## config.mk

```make
export PLATFORM = sky130hd
export DESIGN_NAME = quadtree_image_stream_decoder
export DESIGN_NICKNAME = d
export VERILOG_FILES = /design/src/rtl/core/qisd_pkg.sv /design/src/rtl/core/qisd_cfg.sv /design/src/rtl/core/qisd_walker.sv /design/src/rtl/core/qisd_out_stage.sv /design/src/rtl/core/quadtree_image_stream_decoder.sv
export SDC_FILE = /design/constraint.sdc
export NUM_CORES = 1
export LEC_CHECK = 0
export ABC_AREA = 1
export BUFFER_PORTS_ARGS = -buffer_cell sky130_fd_sc_hd__clkbuf_2
export CORE_MARGIN = 2
export CORE_UTILIZATION = 30
export CTS_CLUSTER_DIAMETER = 200
export DETAILED_ROUTE_END_ITERATION = 10
export PLACE_DENSITY = 0.57
export SLEW_MARGIN = 20
export SYNTH_ARGS = -nofsm -noshare
export SYNTH_HDL_FRONTEND = slang
export SYNTH_SLANG_ARGS = --single-unit
```

## constraint.sdc

```tcl
create_clock -name clk_i -period 5.5 [get_ports clk_i]
set_input_delay 0.275 -clock clk_i [delete_from_list [all_inputs] [get_ports clk_i]]
set_output_delay 0.275 -clock clk_i [all_outputs]
set_load 0.02 [all_outputs]
```

## src/rtl/core/qisd_pkg.sv

```systemverilog
package qisd_pkg;

  // Default depth of the quadrant digit stack (largest supported image side log2)
  localparam int MAX_LOG2_DEF = 12;

  // Field widths
  localparam int BYTE_W   = 8;
  localparam int CORNER_W = 12;
  localparam int SQ_W     = 4;
  localparam int CFG_W    = 4;

  // Configuration port
  localparam int APB_AW = 3;
  localparam int APB_DW = 32;
  localparam int REG_IDX_W = APB_AW - 2;
  localparam logic [REG_IDX_W-1:0] REG_SIZE_LOG2 = '0;
  localparam logic [CFG_W-1:0] SIZE_LOG2_RST = 4'd8;

  // Stream codes
  localparam logic [BYTE_W-1:0] TAG_LEAF  = 8'd0;
  localparam logic [BYTE_W-1:0] TAG_SPLIT = 8'd1;
  localparam logic [1:0]        QUAD_LAST = 2'd3;

  typedef enum logic [1:0] {
    PH_TAG,
    PH_RED,
    PH_GREEN,
    PH_BLUE
  } phase_e;

  typedef struct packed {
    logic [CORNER_W-1:0] corner_x;
    logic [CORNER_W-1:0] corner_y;
    logic [SQ_W-1:0]     square_log2;
    logic [BYTE_W-1:0]   red;
    logic [BYTE_W-1:0]   green;
    logic [BYTE_W-1:0]   blue;
    logic                image_done;
    logic                bad_node;
  } fill_t;

endpackage

```

## src/rtl/core/qisd_cfg.sv

```systemverilog
module qisd_cfg #(
  parameter int MAX_LOG2 = qisd_pkg::MAX_LOG2_DEF,
  localparam int DW = $clog2(MAX_LOG2 + 1)
) (
  input  logic                        clk_i,
  input  logic                        rst_ni,
  input  logic                        psel,
  input  logic                        penable,
  input  logic                        pwrite,
  input  logic [qisd_pkg::APB_AW-1:0] paddr,
  input  logic [qisd_pkg::APB_DW-1:0] pwdata,
  output logic [qisd_pkg::APB_DW-1:0] prdata,
  output logic                        pready,
  output logic [DW-1:0]               eff_size_o,
  output logic                        restart_o
);
  import qisd_pkg::*;

  logic [CFG_W-1:0] size_log2_q, size_log2_d;
  logic             hit;

  assign hit       = (paddr[APB_AW-1:2] == REG_SIZE_LOG2);
  assign pready    = 1'b1;
  assign restart_o = psel && penable && pwrite && hit;

  always_comb begin
    size_log2_d = size_log2_q;
    if (restart_o) begin
      size_log2_d = pwdata[CFG_W-1:0];
    end
  end

  always_ff @(posedge clk_i or negedge rst_ni) begin
    if (!rst_ni) begin
      size_log2_q <= SIZE_LOG2_RST;
    end else begin
      size_log2_q <= size_log2_d;
    end
  end

  assign prdata = hit ? APB_DW'(size_log2_q) : '0;

  // Saturate the image size at the digit stack depth
  always_comb begin
    if (int'(size_log2_q) > MAX_LOG2) begin
      eff_size_o = DW'(MAX_LOG2);
    end else begin
      eff_size_o = DW'(size_log2_q);
    end
  end

endmodule

```

## src/rtl/core/qisd_walker.sv

```systemverilog
module qisd_walker #(
  parameter int MAX_LOG2 = qisd_pkg::MAX_LOG2_DEF,
  localparam int DW = $clog2(MAX_LOG2 + 1)
) (
  input  logic                        clk_i,
  input  logic                        rst_ni,
  input  logic                        restart_i,
  input  logic [DW-1:0]               eff_size_i,
  input  logic                        accept_i,
  input  logic [qisd_pkg::BYTE_W-1:0] data_byte_i,
  output logic                        fill_valid_o,
  output qisd_pkg::fill_t             fill_o
);
  import qisd_pkg::*;

  phase_e              phase_q, phase_d;
  logic [DW-1:0]       depth_q, depth_d;
  logic [1:0]          dig_q [MAX_LOG2];
  logic [1:0]          dig_d [MAX_LOG2];
  logic [1:0]          adv_dig [MAX_LOG2];
  logic [BYTE_W-1:0]   red_q, red_d, green_q, green_d;
  logic                finished_q, finished_d;
  logic [MAX_LOG2-1:0] pos_x, pos_y;
  logic [DW-1:0]       adv_depth;
  logic                adv_done;
  logic                take_adv;

  // Corner of the current node: digit at level i weighs 2^(size - i)
  always_comb begin
    pos_x = '0;
    pos_y = '0;
    for (int k = 0; k < MAX_LOG2; k++) begin
      if (depth_q > DW'(k)) begin
        pos_x = pos_x | (MAX_LOG2'(dig_q[k][0]) << (eff_size_i - DW'(k + 1)));
        pos_y = pos_y | (MAX_LOG2'(dig_q[k][1]) << (eff_size_i - DW'(k + 1)));
      end
    end
  end

  // Next node in preorder: deepest level whose digit can still step
  always_comb begin
    adv_depth = '0;
    for (int k = 0; k < MAX_LOG2; k++) begin
      if (depth_q > DW'(k) && dig_q[k] != QUAD_LAST) begin
        adv_depth = DW'(k + 1);
      end
    end
    adv_done = (adv_depth == '0);
    for (int k = 0; k < MAX_LOG2; k++) begin
      adv_dig[k] = dig_q[k];
      if (DW'(k + 1) == adv_depth) begin
        adv_dig[k] = dig_q[k] + 2'd1;
      end else if (DW'(k) >= adv_depth && depth_q > DW'(k)) begin
        adv_dig[k] = '0;
      end
    end
  end

  always_comb begin
    phase_d    = phase_q;
    depth_d    = depth_q;
    dig_d      = dig_q;
    red_d      = red_q;
    green_d    = green_q;
    finished_d = finished_q;
    take_adv   = 1'b0;

    fill_valid_o       = 1'b0;
    fill_o.corner_x    = CORNER_W'(pos_x);
    fill_o.corner_y    = CORNER_W'(pos_y);
    fill_o.square_log2 = SQ_W'(eff_size_i - depth_q);
    fill_o.red         = '0;
    fill_o.green       = '0;
    fill_o.blue        = '0;
    fill_o.image_done  = 1'b0;
    fill_o.bad_node    = 1'b0;

    if (restart_i) begin
      phase_d    = PH_TAG;
      depth_d    = '0;
      red_d      = '0;
      green_d    = '0;
      finished_d = 1'b0;
      for (int k = 0; k < MAX_LOG2; k++) begin
        dig_d[k] = '0;
      end
    end else if (accept_i && !finished_q) begin
      unique case (phase_q)
        PH_TAG: begin
          priority if (data_byte_i == TAG_LEAF) begin
            phase_d = PH_RED;
          end else if (data_byte_i == TAG_SPLIT && depth_q < eff_size_i) begin
            depth_d = depth_q + DW'(1);
            for (int k = 0; k < MAX_LOG2; k++) begin
              if (DW'(k) == depth_q) begin
                dig_d[k] = '0;
              end
            end
          end else begin
            fill_valid_o    = 1'b1;
            fill_o.bad_node = 1'b1;
            take_adv        = 1'b1;
          end
        end
        PH_RED: begin
          red_d   = data_byte_i;
          phase_d = PH_GREEN;
        end
        PH_GREEN: begin
          green_d = data_byte_i;
          phase_d = PH_BLUE;
        end
        PH_BLUE: begin
          fill_valid_o = 1'b1;
          fill_o.red   = red_q;
          fill_o.green = green_q;
          fill_o.blue  = data_byte_i;
          phase_d      = PH_TAG;
          take_adv     = 1'b1;
        end
        default: begin
          phase_d = PH_TAG;
        end
      endcase
      if (take_adv) begin
        dig_d             = adv_dig;
        depth_d           = adv_depth;
        finished_d        = adv_done;
        fill_o.image_done = adv_done;
      end
    end
  end

  always_ff @(posedge clk_i or negedge rst_ni) begin
    if (!rst_ni) begin
      phase_q    <= PH_TAG;
      depth_q    <= '0;
      red_q      <= '0;
      green_q    <= '0;
      finished_q <= 1'b0;
      for (int k = 0; k < MAX_LOG2; k++) begin
        dig_q[k] <= '0;
      end
    end else begin
      phase_q    <= phase_d;
      depth_q    <= depth_d;
      red_q      <= red_d;
      green_q    <= green_d;
      finished_q <= finished_d;
      dig_q      <= dig_d;
    end
  end

endmodule

```

## src/rtl/core/qisd_out_stage.sv

```systemverilog
module qisd_out_stage (
  input  logic            clk_i,
  input  logic            rst_ni,
  input  logic            load_i,
  input  logic            fill_valid_i,
  input  qisd_pkg::fill_t fill_i,
  input  logic            out_stall_i,
  output logic            out_valid_o,
  output logic            full_stall_o,
  output qisd_pkg::fill_t fill_o
);
  import qisd_pkg::*;

  logic  valid_q, valid_d;
  fill_t fill_q, fill_d;

  // Hold back new requests only while a result sits here and is not taken
  assign full_stall_o = valid_q && out_stall_i;

  always_comb begin
    valid_d = valid_q;
    fill_d  = fill_q;
    if (load_i) begin
      valid_d = fill_valid_i;
      fill_d  = fill_i;
    end else if (!out_stall_i) begin
      valid_d = 1'b0;
    end
  end

  always_ff @(posedge clk_i or negedge rst_ni) begin
    if (!rst_ni) begin
      valid_q <= 1'b0;
    end else begin
      valid_q <= valid_d;
    end
  end

  always_ff @(posedge clk_i) begin
    fill_q <= fill_d;
  end

  assign out_valid_o = valid_q;
  assign fill_o      = fill_q;

endmodule

```

## src/rtl/core/quadtree_image_stream_decoder.sv

```systemverilog
// Channel   Direction  Handshake                Payload
// --------  ---------  -----------------------  ---------------------------------------------
// input     in         in_valid_i / in_stall_o  data_byte_i
// output    out        out_valid_o/out_stall_i  corner_x_o corner_y_o square_log2_o red_o
//                                               green_o blue_o image_done_o bad_node_o
// config    in         APB psel/penable/pwrite  size_log2 at byte address 0
//
// One byte per cycle while in_stall_o is low: the walker updates phase, depth and
// quadrant digits in the cycle a request is taken, and a fill lands in the output register
// at that same edge; it is visible in the cycle after its blue byte (or bad tag) is taken.
// Reset returns to the first tag with size_log2 = 8; no clearing pass is needed.
// in_stall_o rises only while the output register holds a fill and out_stall_i is high.
// A size_log2 write restarts the tree walk.
module quadtree_image_stream_decoder #(
  parameter int MAX_LOG2 = qisd_pkg::MAX_LOG2_DEF
) (
  input  logic                          clk_i,
  input  logic                          rst_ni,
  input  logic                          in_valid_i,
  output logic                          in_stall_o,
  input  logic [qisd_pkg::BYTE_W-1:0]   data_byte_i,
  output logic                          out_valid_o,
  input  logic                          out_stall_i,
  output logic [qisd_pkg::CORNER_W-1:0] corner_x_o,
  output logic [qisd_pkg::CORNER_W-1:0] corner_y_o,
  output logic [qisd_pkg::SQ_W-1:0]     square_log2_o,
  output logic [qisd_pkg::BYTE_W-1:0]   red_o,
  output logic [qisd_pkg::BYTE_W-1:0]   green_o,
  output logic [qisd_pkg::BYTE_W-1:0]   blue_o,
  output logic                          image_done_o,
  output logic                          bad_node_o,
  input  logic                          psel,
  input  logic                          penable,
  input  logic                          pwrite,
  input  logic [qisd_pkg::APB_AW-1:0]   paddr,
  input  logic [qisd_pkg::APB_DW-1:0]   pwdata,
  output logic [qisd_pkg::APB_DW-1:0]   prdata,
  output logic                          pready
);
  import qisd_pkg::*;

  localparam int DW = $clog2(MAX_LOG2 + 1);

  logic          restart;
  logic [DW-1:0] eff_size;
  logic          accept;
  logic          fill_valid;
  fill_t         fill_new;
  fill_t         fill_out;

  // Take a request whenever the output register is free or drains this cycle
  assign accept = in_valid_i && !in_stall_o;

  qisd_cfg #(
    .MAX_LOG2(MAX_LOG2)
  ) u_cfg (
    .clk_i     (clk_i),
    .rst_ni    (rst_ni),
    .psel      (psel),
    .penable   (penable),
    .pwrite    (pwrite),
    .paddr     (paddr),
    .pwdata    (pwdata),
    .prdata    (prdata),
    .pready    (pready),
    .eff_size_o(eff_size),
    .restart_o (restart)
  );

  // Tree walk: tag / colour phases, depth and quadrant digit stack
  qisd_walker #(
    .MAX_LOG2(MAX_LOG2)
  ) u_walker (
    .clk_i       (clk_i),
    .rst_ni      (rst_ni),
    .restart_i   (restart),
    .eff_size_i  (eff_size),
    .accept_i    (accept),
    .data_byte_i (data_byte_i),
    .fill_valid_o(fill_valid),
    .fill_o      (fill_new)
  );

  // Output register separates the two handshakes
  qisd_out_stage u_out (
    .clk_i       (clk_i),
    .rst_ni      (rst_ni),
    .load_i      (accept),
    .fill_valid_i(fill_valid),
    .fill_i      (fill_new),
    .out_stall_i (out_stall_i),
    .out_valid_o (out_valid_o),
    .full_stall_o(in_stall_o),
    .fill_o      (fill_out)
  );

  assign corner_x_o    = fill_out.corner_x;
  assign corner_y_o    = fill_out.corner_y;
  assign square_log2_o = fill_out.square_log2;
  assign red_o         = fill_out.red;
  assign green_o       = fill_out.green;
  assign blue_o        = fill_out.blue;
  assign image_done_o  = fill_out.image_done;
  assign bad_node_o    = fill_out.bad_node;

`ifndef SYNTHESIS
  // Once the last node is delivered, the walk goes quiet
  a_done_quiet: assert property (@(posedge clk_i) disable iff (!rst_ni)
    out_valid_o && image_done_o && !out_stall_i |=> !out_valid_o)
    else $error("fill produced after image completion");

  // A bad node never carries a colour
  a_bad_no_colour: assert property (@(posedge clk_i) disable iff (!rst_ni)
    out_valid_o && bad_node_o |-> red_o == '0 && green_o == '0 && blue_o == '0)
    else $error("bad node carries colour");

  // A square never exceeds the image
  a_square_fits: assert property (@(posedge clk_i) disable iff (!rst_ni)
    out_valid_o |-> DW'(square_log2_o) <= eff_size)
    else $error("square larger than image");
`endif

endmodule
```

-- After elaboration in Yosys (flattened, before gate mapping)
Index checks and enable logic that the tools add are counted.
- bits in registers: 106
- input port bits: 50
- output and inout port bits: 89
- add/subtract/negate cells: 26
- magnitude comparators: 26
- equal/unequal tests: 54
- shift-type cells: 24
- mux-type cells: 108
- bitwise logic cells: 27
- reductions and logical operators: 75
- operator list (kind ; number):
    two-way mux 12 bit ; 24
    left shift 1 x 4 -> 12 bit ; 24
    bitwise OR 12 bit ; 22
    two-way mux 24 bit ; 6
    two-way mux 2 bit ; 41
    AND reduction 6 bit ; 12
    two-way mux 4 bit ; 13
    two-way mux 8 bit ; 6
    != test 4 x 2 -> 1 bit, second input constant ; 12
    nonzero test 3 bit ; 14
    equality test 4 bit, first input constant ; 9
    equality test 3 x 4 -> 1 bit, first input constant ; 8
    logical AND 1 bit ; 31
    adder 2 x 1 -> 2 bit, second input constant ; 12
    != test 2 bit, second input constant ; 12
    greater-than comparator 4 bit, second input constant ; 5
    subtractor 4 bit, second input constant ; 5
    equality test 2 x 4 -> 1 bit, first input constant ; 4
    >= comparator 3 x 4 -> 1 bit, first input constant ; 4
    >= comparator 4 bit, first input constant ; 4
    greater-than comparator 4 x 3 -> 1 bit, second input constant ; 4
    subtractor 4 x 3 -> 4 bit, second input constant ; 4
    two-way mux 1 bit ; 12
    two-way mux 3 bit ; 4
    other kinds (27) ; 48

-- Depth between registers and ports, before layout
Gate-level depths: netlist of run 1.
- word-level depth: 27
- mapped depth: 25
- mapped depth without buffers: 24

-- Cells and area by module
From an unflattened synthesis of run 1, not the netlist that was laid out.
- cell total of the unflattened synthesis: 1225
- area, all modules: 8763.4 µm²
- modules (own cells, without submodules) (module ; times used ; cells an instance ; area each (µm²)):
    qisd_walker ; 1 ; 1097 ; 6621.4
    qisd_out_stage ; 1 ; 61 ; 1670.4
    qisd_cfg ; 1 ; 65 ; 461.7
    quadtree_image_stream_decoder ; 1 ; 2 ; 10.0

-- Worst setup path after synthesis of run 1
No wires, ideal clock.
- kind: reg2reg
- from: register u_out.valid_q (netlist: u_out.out_valid_o)
- to: register u_walker.dig_q[6] in the netlist's numbering
- library setup time: 117 ps
- data arrival time: 4136 ps
- required time: 5383 ps
- setup slack: 1247 ps
- cell stages (with the launch flop): 12
- path buffers: 1
- cell sequence: dfrtp_1 -> nand2_1 -> inv_1 -> nor2_1 -> nand2_1 -> nand2_1 -> nand2_2 -> buf_6 -> nor2_1 -> nand2_1 -> nand2_1 -> nand2_1
- word-level cells in the longest chain between the ends: 6
- ends and longest elaborated chain (what ; line ; text):
    start, declared ; qisd_out_stage.sv:14 ; logic valid_q, valid_d;
    start signal, assigned ; qisd_out_stage.sv:35 ; valid_q <= valid_d;
    logical AND 1 bit ; qisd_out_stage.sv:18 ; assign full_stall_o = valid_q && out_stall_i;
    named net in_stall_o ; quadtree_image_stream_decoder.sv:20 ; output logic in_stall_o,
    logical NOT 1 bit ; quadtree_image_stream_decoder.sv:52 ; assign accept = in_valid_i && !in_stall_o;
    logical AND 1 bit ; quadtree_image_stream_decoder.sv:52 ;
    named net accept ; quadtree_image_stream_decoder.sv:46 ; logic accept;
    logical AND 1 bit ; qisd_walker.sv:87 ; end else if (accept_i && !finished_q) begin
    nonzero test 2 bit (no source line) ; n/a ;
    AND reduction 6 bit (no source line) ; n/a ;
    end signal, assigned ; qisd_walker.sv:150 ; dig_q <= dig_d;
    end, declared ; qisd_walker.sv:18 ; logic [1:0] dig_q [MAX_LOG2];
The timed path passes the listed nets, and every way through them passes these cells.
A chain may end at the register's enable or synchronous reset.

-- Worst setup path in the final report of run 1
- from: register u_cfg.size_log2_q[3]
- to: register u_walker.dig_q[11] in the netlist's numbering
- word-level cells in the longest chain between the ends: 12
- ends and longest elaborated chain (what ; line ; text):
    start, declared ; qisd_cfg.sv:19 ; logic [CFG_W-1:0] size_log2_q, size_log2_d;
    start signal, assigned ; qisd_cfg.sv:37 ; size_log2_q <= size_log2_d;
    greater-than comparator 4 bit ; qisd_cfg.sv:45 ; if (int'(size_log2_q) > MAX_LOG2) begin
    two-way mux 4 bit * ; qisd_cfg.sv:45 ;
    less-than comparator 4 bit * ; qisd_walker.sv:92 ; end else if (data_byte_i == TAG_SPLIT && depth_q < eff_size_i) begin
    logical AND 1 bit * ; qisd_walker.sv:92 ;
    parallel branches: the longest is 8 deep, another holds AND reduction 6 bit ; n/a ;
Mark *: on every way between the ends. The select of a mux whose other input is x is not followed.

==> impl_metrics.env, run 1 <==
export IMPL_firstDrtPassIters=7
export IMPL_cts_hold_buf=0
export IMPL_synth_compound_area_share_pct=14.57
export IMPL_yosys_area_share_adder_pct=3.803
export IMPL_cp_max_fo=21
export IMPL_cp_data_arrival_time_ps=4020
export IMPL_clockRootBuffer="clkbuf_16"
export IMPL_slowest_stage="dfstp_2"
export IMPL_avgSynthCellArea_sq_um=6.931
export IMPL_cts_buffers=9
export IMPL_htreeDepth=3
export IMPL_worstPathCellList="ha_1, o21ai_2, nand2_1, buf_4, nand2_1, nand2_1, inv_1, ha_1, inv_1, nand2_2, nand2_1, nand2_1, nand3_1, nand2_1, nand2_1, nand2_2, nand2_4, inv_4, nand2_2, nand2_2, inv_1, nand3_1, nand2_1, o21ai_1"
export IMPL_start_kind="flop"
export IMPL_crit_path_end_kind="flop"
export IMPL_synth_top_family_by_area="simple AND/OR/NAND/NOR gates"
export IMPL_drc=0
export IMPL_synth_commonest_cells="256 x nand2_1, 163 x nor2_1, 147 x inv_1"
export IMPL_num_io_pins=139
export IMPL_yosysWarnings=0
export IMPL_critPathKind="reg2reg"
export IMPL_synthSimpleGateAreaFrac_pct=34.63
export IMPL_p_leak_nw=4.153
export IMPL_setup_tns_ps=0
export IMPL_design_area_sq_mm=0.009555
export IMPL_drive_above_1_share_pct=12.47
export IMPL_fin_nets=1370
export IMPL_clock_sinks=106
export IMPL_synth_area_leaders="edfxtp_1 19%, dfrtp_1 15%, nand2_1 11%"
export IMPL_finalClockSkew_ps=22.90
export IMPL_area_growth_pct=11.72
export IMPL_initial_core_util_pct=30.62
export IMPL_holdWs_ps=23.96
export IMPL_vdd_ir_drop_max_mv=0.1793
export IMPL_slew_viol_final=0
export IMPL_synth_most_common_cell="nand2_1"
export IMPL_place_area_sq_mm=0.009245
export IMPL_viasPerCell=5.454
export IMPL_gp_congestion=0.9626
export IMPL_power_per_cell_area_mw_per_mm2=468.5
export IMPL_insertion_delay_ps=380
export IMPL_rows=61
export IMPL_synth_xor_area_share_pct=1.009
export IMPL_worst_pin_slew_ps=970.8
export IMPL_drt_antenna_violating_nets=0
export IMPL_cts_buffer_depth=2
export IMPL_synth_area_sq_mm=0.008553
export IMPL_cpMostUsedCell="nand2_1"
export IMPL_synth_mux_area_fraction_pct=0
export IMPL_vias=9147
export IMPL_wl_per_cell_microns=19.84
export IMPL_hpwl_microns=25520
export IMPL_seq_area_frac_synth_pct=34.19
export IMPL_required_ps=5760
export IMPL_dieWidth_microns=172.9
export IMPL_post_cts_buffers=0
export IMPL_portBuffers=79
export IMPL_rsz0062_at_grt="no"
export IMPL_grt_pass1_wl_microns=50510
export IMPL_clk_transition_reported_paths_ps=80
export IMPL_syn_inst=1234
export IMPL_synth_distinct_cells=58
export IMPL_die_area_sq_mm=0.02988
export IMPL_status="complete, no violations"
export IMPL_grt_max_degree=56
export IMPL_final_core_util_pct=34.21
export IMPL_max_slew_margin_pct=35.10
export IMPL_hp_class="in2async"
export IMPL_grt_pass1_vias=8228
export IMPL_first_iter_violations=1198
export IMPL_max_stage_delay_ps=600
export IMPL_grt_use_total_pct=21.87
export IMPL_setup_viol=0
export IMPL_cts_resized_gates=0
export IMPL_grt_ovfl_total=0
export IMPL_period_needed_ps=3759
export IMPL_synth_seq_cells=106
export IMPL_finalCritPeriodShare_pct=68.35
export IMPL_synth_edf_count=54
export IMPL_routed_wl_microns=33270
export IMPL_yosysTopAreaCell="edfxtp_1"
export IMPL_synth_ff_type="edfxtp_1"
export IMPL_max_freq_mhz=266.0
export IMPL_antenna_found_initial=0
export IMPL_yosys_area_top_type_share_pct=18.96
export IMPL_cap_violations=0
export IMPL_num_antenna_cells=0
export IMPL_cts_tree="yes"
export IMPL_synth_async_reset_ratio_pct=49.06
export IMPL_hold_viol=0
export IMPL_core_area_sq_mm=0.02793
export IMPL_fp_dieH_microns=172.9
[final cells by class]
type                       count  area, sq um
clock inverter                 7        85.08
inverter                     159        599.3
tap                          378        473.0
sequential                   106         2924
multi-input combinational    924         4741
timing repair buffer          94        508.0
clock buffer                   9        225.2
fill                        3068        18380
[report_power, final]
group          internal (mW)  switching (mW)  total, mW
registers               1.05           0.161       1.21
logic                  0.587            1.99       2.58
clock network          0.325           0.356      0.682
[sequential cells by signal, indices dropped and copies added, names as in the netlist]
register / flops
u_walker.finished_q: 1
u_walker.dig_q: 24
u_walker.red_q: 8
u_cfg.size_log2_q: 4
u_out.fill_o: 54
u_walker.green_q: 8
u_out.out_valid_o: 1
u_walker.depth_q: 4
u_walker.phase_q: 2
[cell families after synthesis]
group	after synthesis
adder cells (fa/ha/maj)	26
XOR/XNOR	9
AO/OA/AOI/OAI	192
other	2
flip-flops	106
buffers and inverters	231
AND/OR/NAND/NOR	668
[placed cells by master (no fill, tap or decap), drive strengths merged, types with 5 or more instances in the layout]
cell type,instances
a221oi,11
clkbuf,88
nand4,29
or2,5
o2111ai,10
nand3,115
nand2,270
o21ai,63
inv,159
buf,15
xor2,7
o22ai,22
nor4,17
clkinv,6
edfxtp,54
dfrtp,51
a31oi,14
a21oi,34
conb,29
nor2,177
ha,26
nor3,51
[final timing paths]
path / startpoint / to / slack, ps / depth (start not counted)
worst max-delay path: u_cfg.size_log2_q[3] / u_walker.dig_q[11] / 1740 / 24
worst min-delay path: rst_ni / u_out.out_valid_o / 20 / 2
worst max register to register: u_cfg.size_log2_q[3] / u_walker.dig_q[11] / 1740 / 24
worst min register to register: u_out.out_valid_o / u_out.out_valid_o / 510 / 2
max in group asynchronous: rst_ni / u_walker.dig_q[3] / 5010 / 2
min in group clk_i: pwdata[3] / u_cfg.size_log2_q[3] / 110 / 3
[worst max-delay path: cells and delay by family (launching register included)]
| kind | cells | cell delay, ps |
|---|---|---|
| buffers and inverters | 5 | 810 |
| AND/OR/NAND/NOR | 15 | 1650 |
| adder cells (fa/ha/maj) | 2 | 390 |
| AO/OA/AOI/OAI | 2 | 150 |
| flip-flops | 1 | 600 |
[metal layers]
metal	part of all wire (%)	global-route usage [%]
met1	45	32.37
met2	41	31.30
met3	10	4.112
met4	3.5	8.157
met5	0	0
[through the flow]
step | std cells | setup WS, ps | total power [mW]
global route | 1677 | 1431 | 4.747
detailed placement | 1661 | 1795 | 3.734
floorplan | 1261 | 1247 | 2.927
finish | 1677 | 1741 | 4.476
CTS | 1677 | 1804 | 4.429
global placement | 1661 | 1859 | 3.760
Note: power is estimated with default switching activity, not from simulation.
==> inputs of run 2 (changes only) <==
PLACE_DENSITY = 0.58   (was 0.57)
clock period = 3.4 ns   (was 5.5 ns; I/O delays follow)
==> impl_metrics.env, run 2 (synthesized netlist as in run 1, its figures left out) <==
export IMPL_pwr_share_clk_pct=13.8
export IMPL_drt_antenna_violating_nets=0
export IMPL_p_switching_mw=4.145
export IMPL_num_io_pins=139
export IMPL_placedCellCount=1707
export IMPL_slowest_stage="dfstp_2"
export IMPL_viasPerCell=5.481
export IMPL_critPathKind="reg2reg"
export IMPL_required_ps=3660
export IMPL_die_area_sq_mm=0.02988
export IMPL_wl_per_cell_microns=20.00
export IMPL_grt_pass1_wl_microns=52120
export IMPL_hold_viol=0
export IMPL_vdd_ir_drop_max_mv=0.3169
export IMPL_seq_power_share_pct=25.6
export IMPL_place_ws_ps=248.3
export IMPL_grt_max_degree=55
export IMPL_max_stage_delay_ps=580
export IMPL_switching_share_pct=54.77
export IMPL_critPathBufInv=4
export IMPL_cap_violations=0
export IMPL_cp_data_arrival_time_ps=3410
export IMPL_cts_buffers=9
export IMPL_cp_max_fo=10
export IMPL_critPathTopFamily="simple AND/OR/NAND/NOR gates"
export IMPL_mostFrequentLayoutCells="254 x nand2_1, 161 x nor2_1, 146 x inv_1, 114 x nand3_1, 79 x clkbuf_2"
export IMPL_routed_wl_microns=34480
export IMPL_grt_pass1_vias=8590
export IMPL_largest_register_ff_count=54
export IMPL_status="complete, no violations"
export IMPL_worst_pin_slew_ps=1030
export IMPL_gp_congestion=1.024
export IMPL_area_growth_pct=16.03
export IMPL_antenna_found_initial=0
export IMPL_worstPathCellList="ha_1, o21ai_2, nand2_2, nand2_1, nand2_1, inv_1, ha_1, inv_1, nand2_2, nand2_1, nand2_1, nand3_1, nand2_1, nand2_1, nand2_2, nand2_4, inv_4, nand2_2, nand2_2, buf_4, a21oi_2, nand2_1, nand2_1, nand2_1"
export IMPL_insertion_delay_ps=370
export IMPL_finalClockSkew_ps=14.86
export IMPL_fp_dieH_microns=172.9
export IMPL_drc=0
export IMPL_slew_viol_final=0
export IMPL_num_antenna_cells=0
export IMPL_post_cts_buffers=0
export IMPL_fillers=3032
export IMPL_hp_class="in2reg"
export IMPL_clock_sinks=106
export IMPL_p_leak_nw=4.364
export IMPL_dieWidth_microns=172.9
export IMPL_vias=9449
export IMPL_mostFrequentLayoutCell="nand2_1"
export IMPL_max_freq_mhz=317.6
export IMPL_finalCritPeriodShare_pct=92.61
export IMPL_htreeDepth=3
export IMPL_worst_slack_ps=251.3
export IMPL_period_needed_ps=3149
export IMPL_cts_tree="yes"
export IMPL_portBuffers=79
export IMPL_p_comb_share_pct=60.6
export IMPL_core_area_sq_mm=0.02793
export IMPL_power_per_cell_area_mw_per_mm2=762.6
export IMPL_fin_nets=1417
export IMPL_finalNonFillerCells=1724
export IMPL_drive_above_1_share_pct=15.75
export IMPL_firstDrtPassIters=6
export IMPL_max_slew_margin_pct=31.17
export IMPL_cts_buffer_depth=2
export IMPL_start_kind="flop"
export IMPL_rows=61
export IMPL_grt_ovfl_total=0
export IMPL_first_iter_violations=1292
export IMPL_hpwl_microns=26820
export IMPL_internal_power_mw=3.423
export IMPL_grt_use_total_pct=22.61
export IMPL_initial_core_util_pct=30.62
export IMPL_clockRootBuffer="clkbuf_16"
export IMPL_clk_transition_reported_paths_ps=70
export IMPL_crit_path_end_kind="flop"
export IMPL_setup_viol=0
export IMPL_cpMostUsedCell="nand2_1"
-- run 2: worst paths after layout --
kind / from / end / slack (ps) / cells after the start
worst min-delay path: pwdata[3] / u_cfg.size_log2_q[3] / 20 / 3
worst max-delay path: u_cfg.size_log2_q[3] / u_walker.dig_q[3] / 250 / 24
worst max register to register: u_cfg.size_log2_q[3] / u_walker.dig_q[3] / 250 / 24
worst min register to register: u_out.out_valid_o / u_out.out_valid_o / 520 / 2
max in group asynchronous: rst_ni / u_cfg.size_log2_q[3] / 2040 / 3
min in group asynchronous: rst_ni / u_walker.phase_q[1] / 470 / 2
-- run 2: area by class of cell --
type | instances | area, sq um | area share [%]
flip-flops and latches | 106 | 2924 | 29.46
multi-input cells | 924 | 4748 | 47.84
clock buffers | 9 | 225.2 | 2.269
clock inverters | 7 | 62.56 | 0.6304
repair buffers | 141 | 888.4 | 8.951
well taps | 378 | 473.0 | 4.766
inverters | 159 | 603.1 | 6.077
-- run 2: layer usage --
metal  wire length [microns]  GRT usage (%)  vias to the layer above
met5                       0              0                        -
met4                    1037          7.239                        0
met3                    3696          5.585                       82
met2                   14290          33.32                      553
met1                   15460          32.34                     4443
li1                        -              -                     4371
-- run 2: per-stage QoR --
stage               hold slack, ps  utilization [%]  power (mW)  cell area, sq um  setup TNS (ps)
finish                       16.08            35.53       7.568              9925               0
global route                 44.36            35.53       8.006              9925          -2.991
CTS                          6.366            35.49       7.464              9913               0
detailed placement           345.0            34.42       6.388              9615               0
global placement             331.6            34.42       6.394              9615               0
floorplan                   -125.6                -       4.732              8657               0
-- run 2: power by group through the flow --
| stage | logic [mW] | registers [mW] | clock network (mW) |
|---|---|---|---|
| after CTS | 4.45 | 1.93 | 1.08 |
| final | 4.59 | 1.94 | 1.04 |
| after floorplan | 2.69 | 2.04 | 0 |
| after global routing | 4.93 | 1.97 | 1.11 |
| after global placement | 4.44 | 1.95 | 0 |
| after detailed placement | 4.43 | 1.96 | 0 |
-- run 2: repair_timing --
item | CTS | global route
hold endpoints to repair | 32 | 0
endpoints found under the setup margin | 0 | 22
hold buffers | 1 | 0
resized for setup | 0 | 4
-- run 2: worst reg2reg max path, stage by stage (launching register included) --
cell and delay, ps:
dfstp_2 580, ha_1 190, o21ai_2 90, nand2_2 170, nand2_1 120, nand2_1 80
inv_1 40, ha_1 180, inv_1 60, nand2_2 60, nand2_1 50, nand2_1 50
nand3_1 110, nand2_1 80, nand2_1 80, nand2_2 70, nand2_4 140, inv_4 90
nand2_2 80, nand2_2 80, buf_4 210, a21oi_2 200, nand2_1 100, nand2_1 70
nand2_1 50
==> inputs of run 3 (changes only) <==
CORE_UTILIZATION = 50   (was 30)
PLACE_DENSITY = 0.84   (was 0.58)
==> impl_metrics.env, run 3 (synthesized netlist as in run 1, its figures left out) <==
export IMPL_status="complete, no violations"
export IMPL_viasPerCell=6.148
export IMPL_hold_viol=0
export IMPL_hp_class="in2reg"
export IMPL_core_area_sq_mm=0.01664
export IMPL_dieWidth_microns=134.8
export IMPL_gp_congestion=1.050
export IMPL_power_per_cell_area_mw_per_mm2=781.3
export IMPL_hpwl_microns=26790
export IMPL_routed_wl_microns=34160
export IMPL_firstDrtPassIters=6
export IMPL_worst_pin_slew_ps=1003
export IMPL_clk_transition_reported_paths_ps=80
export IMPL_cp_max_fo=12
export IMPL_drc=0
export IMPL_path_depth=22
export IMPL_grt_pass1_wl_microns=51730
export IMPL_r2r_setup_slack_ps=220
export IMPL_setup_tns_ps=0
export IMPL_num_antenna_cells=0
export IMPL_fp_dieH_microns=134.8
export IMPL_grt_ovfl_total=0
export IMPL_cts_buffer_depth=2
export IMPL_drive_above_1_share_pct=16.00
export IMPL_largest_register_ff_count=54
export IMPL_fin_nets=1421
export IMPL_cap_violations=0
export IMPL_critPathKind="reg2reg"
export IMPL_vdd_ir_drop_max_mv=0.5240
export IMPL_cts_tree="yes"
export IMPL_start_kind="flop"
export IMPL_cp_data_arrival_time_ps=3460
export IMPL_crit_path_end_kind="flop"
export IMPL_finalCritPeriodShare_pct=93.47
export IMPL_cpMostUsedCell="nand2_1"
export IMPL_period_needed_ps=3178
export IMPL_die_area_sq_mm=0.01817
export IMPL_r2r_end="u_walker.dig_q[10]"
export IMPL_endpoint="u_walker.dig_q[10]"
export IMPL_rows=47
export IMPL_max_slew_margin_pct=32.95
export IMPL_final_core_util_pct=58.64
export IMPL_max_stage_delay_ps=460
export IMPL_drt_antenna_violating_nets=0
export IMPL_slew_viol_final=0
export IMPL_p_leak_nw=4.401
export IMPL_rsz0062_at_grt="no"
export IMPL_slowest_stage="dfrtp_1"
export IMPL_clockRootBuffer="clkbuf_16"
export IMPL_grt_max_degree=55
export IMPL_timing_rr_start="u_cfg.size_log2_q[2]"
export IMPL_critPathBufInv=4
export IMPL_vias=9652
export IMPL_worstPathCellList="ha_1, o21ai_2, nand2_1, ha_1, inv_1, ha_1, inv_1, nand2_2, nand2_1, nand2_1, nand3_1, nand2_1, nand2_1, nand2_2, nand2_4, inv_4, nand2_2, nand2_4, clkinvlp_4, nand3_1, nand2_1, o21ai_1"
export IMPL_wl_per_cell_microns=21.76
export IMPL_insertion_delay_ps=360
export IMPL_initial_core_util_pct=51.39
export IMPL_first_iter_violations=1577
export IMPL_mostFrequentLayoutCells="255 x nand2_1, 162 x nor2_1, 146 x inv_1, 114 x nand3_1, 79 x clkbuf_2"
export IMPL_setup_viol=0
export IMPL_area_growth_pct=14.10
export IMPL_max_freq_mhz=314.7
export IMPL_clock_sinks=106
export IMPL_htreeDepth=3
export IMPL_antenna_found_initial=0
export IMPL_finalClockSkew_ps=18.98
export IMPL_r2r_cells=22
export IMPL_cts_buffers=9
export IMPL_num_io_pins=139
export IMPL_grt_use_total_pct=37.66
export IMPL_mostFrequentLayoutCell="nand2_1"
export IMPL_critPathTopFamily="simple AND/OR/NAND/NOR gates"
export IMPL_portBuffers=79
export IMPL_required_ps=3690
export IMPL_critPathLaunch="u_cfg.size_log2_q[2]"
export IMPL_grt_pass1_vias=8735
-- run 3: metal layers --
layer	part of all wire, %	up-vias	global-route usage (%)
li1	-	4367	-
met5	0	-	0
met4	4.4	0	13.04
met2	43	701	56.71
met3	12	117	9.122
met1	41	4467	53.03
-- run 3: power breakdown --
group / switching [mW] / total (mW) / internal, mW
combinational: 3.34 / 4.58 / 1.24
clock: 0.554 / 1.07 / 0.519
sequential: 0.267 / 1.97 / 1.70
-- run 3: worst register-to-register path, delay by kind of cell, from the launching register on --
family	cells	cell delay, ps
buf+inv	4	450
compound gates	2	180
simple gates	13	1360
fa+ha+maj	3	640
flops	1	460
-- run 3: what timing repair did --
item                       4_1_cts  5_1_grt
hold buffers                     1        0
hold endpoints to repair        26        0
resized for setup                0        5
buffers inserted                 0        2
setup endpoints to repair        0       14
-- run 3: area by class of cell --
| cell class | count | area (sq um) |
|---|---|---|
| fill | 1591 | 6883 |
| multi-input combinational | 924 | 4758 |
| sequential | 106 | 2924 |
| timing repair buffer | 145 | 905.9 |
| inverter | 159 | 603.1 |
| tap | 220 | 275.3 |
| clock buffer | 9 | 225.2 |
| clock inverter | 7 | 67.56 |
-- run 3: worst min path at each step --
stage,from,end,slack [ps],cells after the start
finish,pwdata[2],u_cfg.size_log2_q[2],30,3
CTS,pwdata[2],u_cfg.size_log2_q[2],30,3
floorplan,rst_ni,u_cfg.size_log2_q[0],-130,0
global route,pwdata[2],u_cfg.size_log2_q[2],40,3
detailed placement,rst_ni,u_walker.dig_q[20],260,1
global placement,rst_ni,u_walker.dig_q[21],250,1
-- run 3: per-stage QoR --
step | std cells | setup slack (ps) | total power [mW] | hold WS [ps] | area [sq um]
floorplan | 1261 | 149.9 | 4.732 | -125.6 | 8657
detailed placement | 1551 | 124.6 | 6.333 | 260.8 | 9420
global route | 1570 | 8.754 | 8.016 | 37.13 | 9759
finish | 1570 | 221.9 | 7.625 | 26.66 | 9759
CTS | 1568 | 71.97 | 7.406 | 26.05 | 9723
global placement | 1551 | 280.3 | 6.311 | 252.7 | 9420
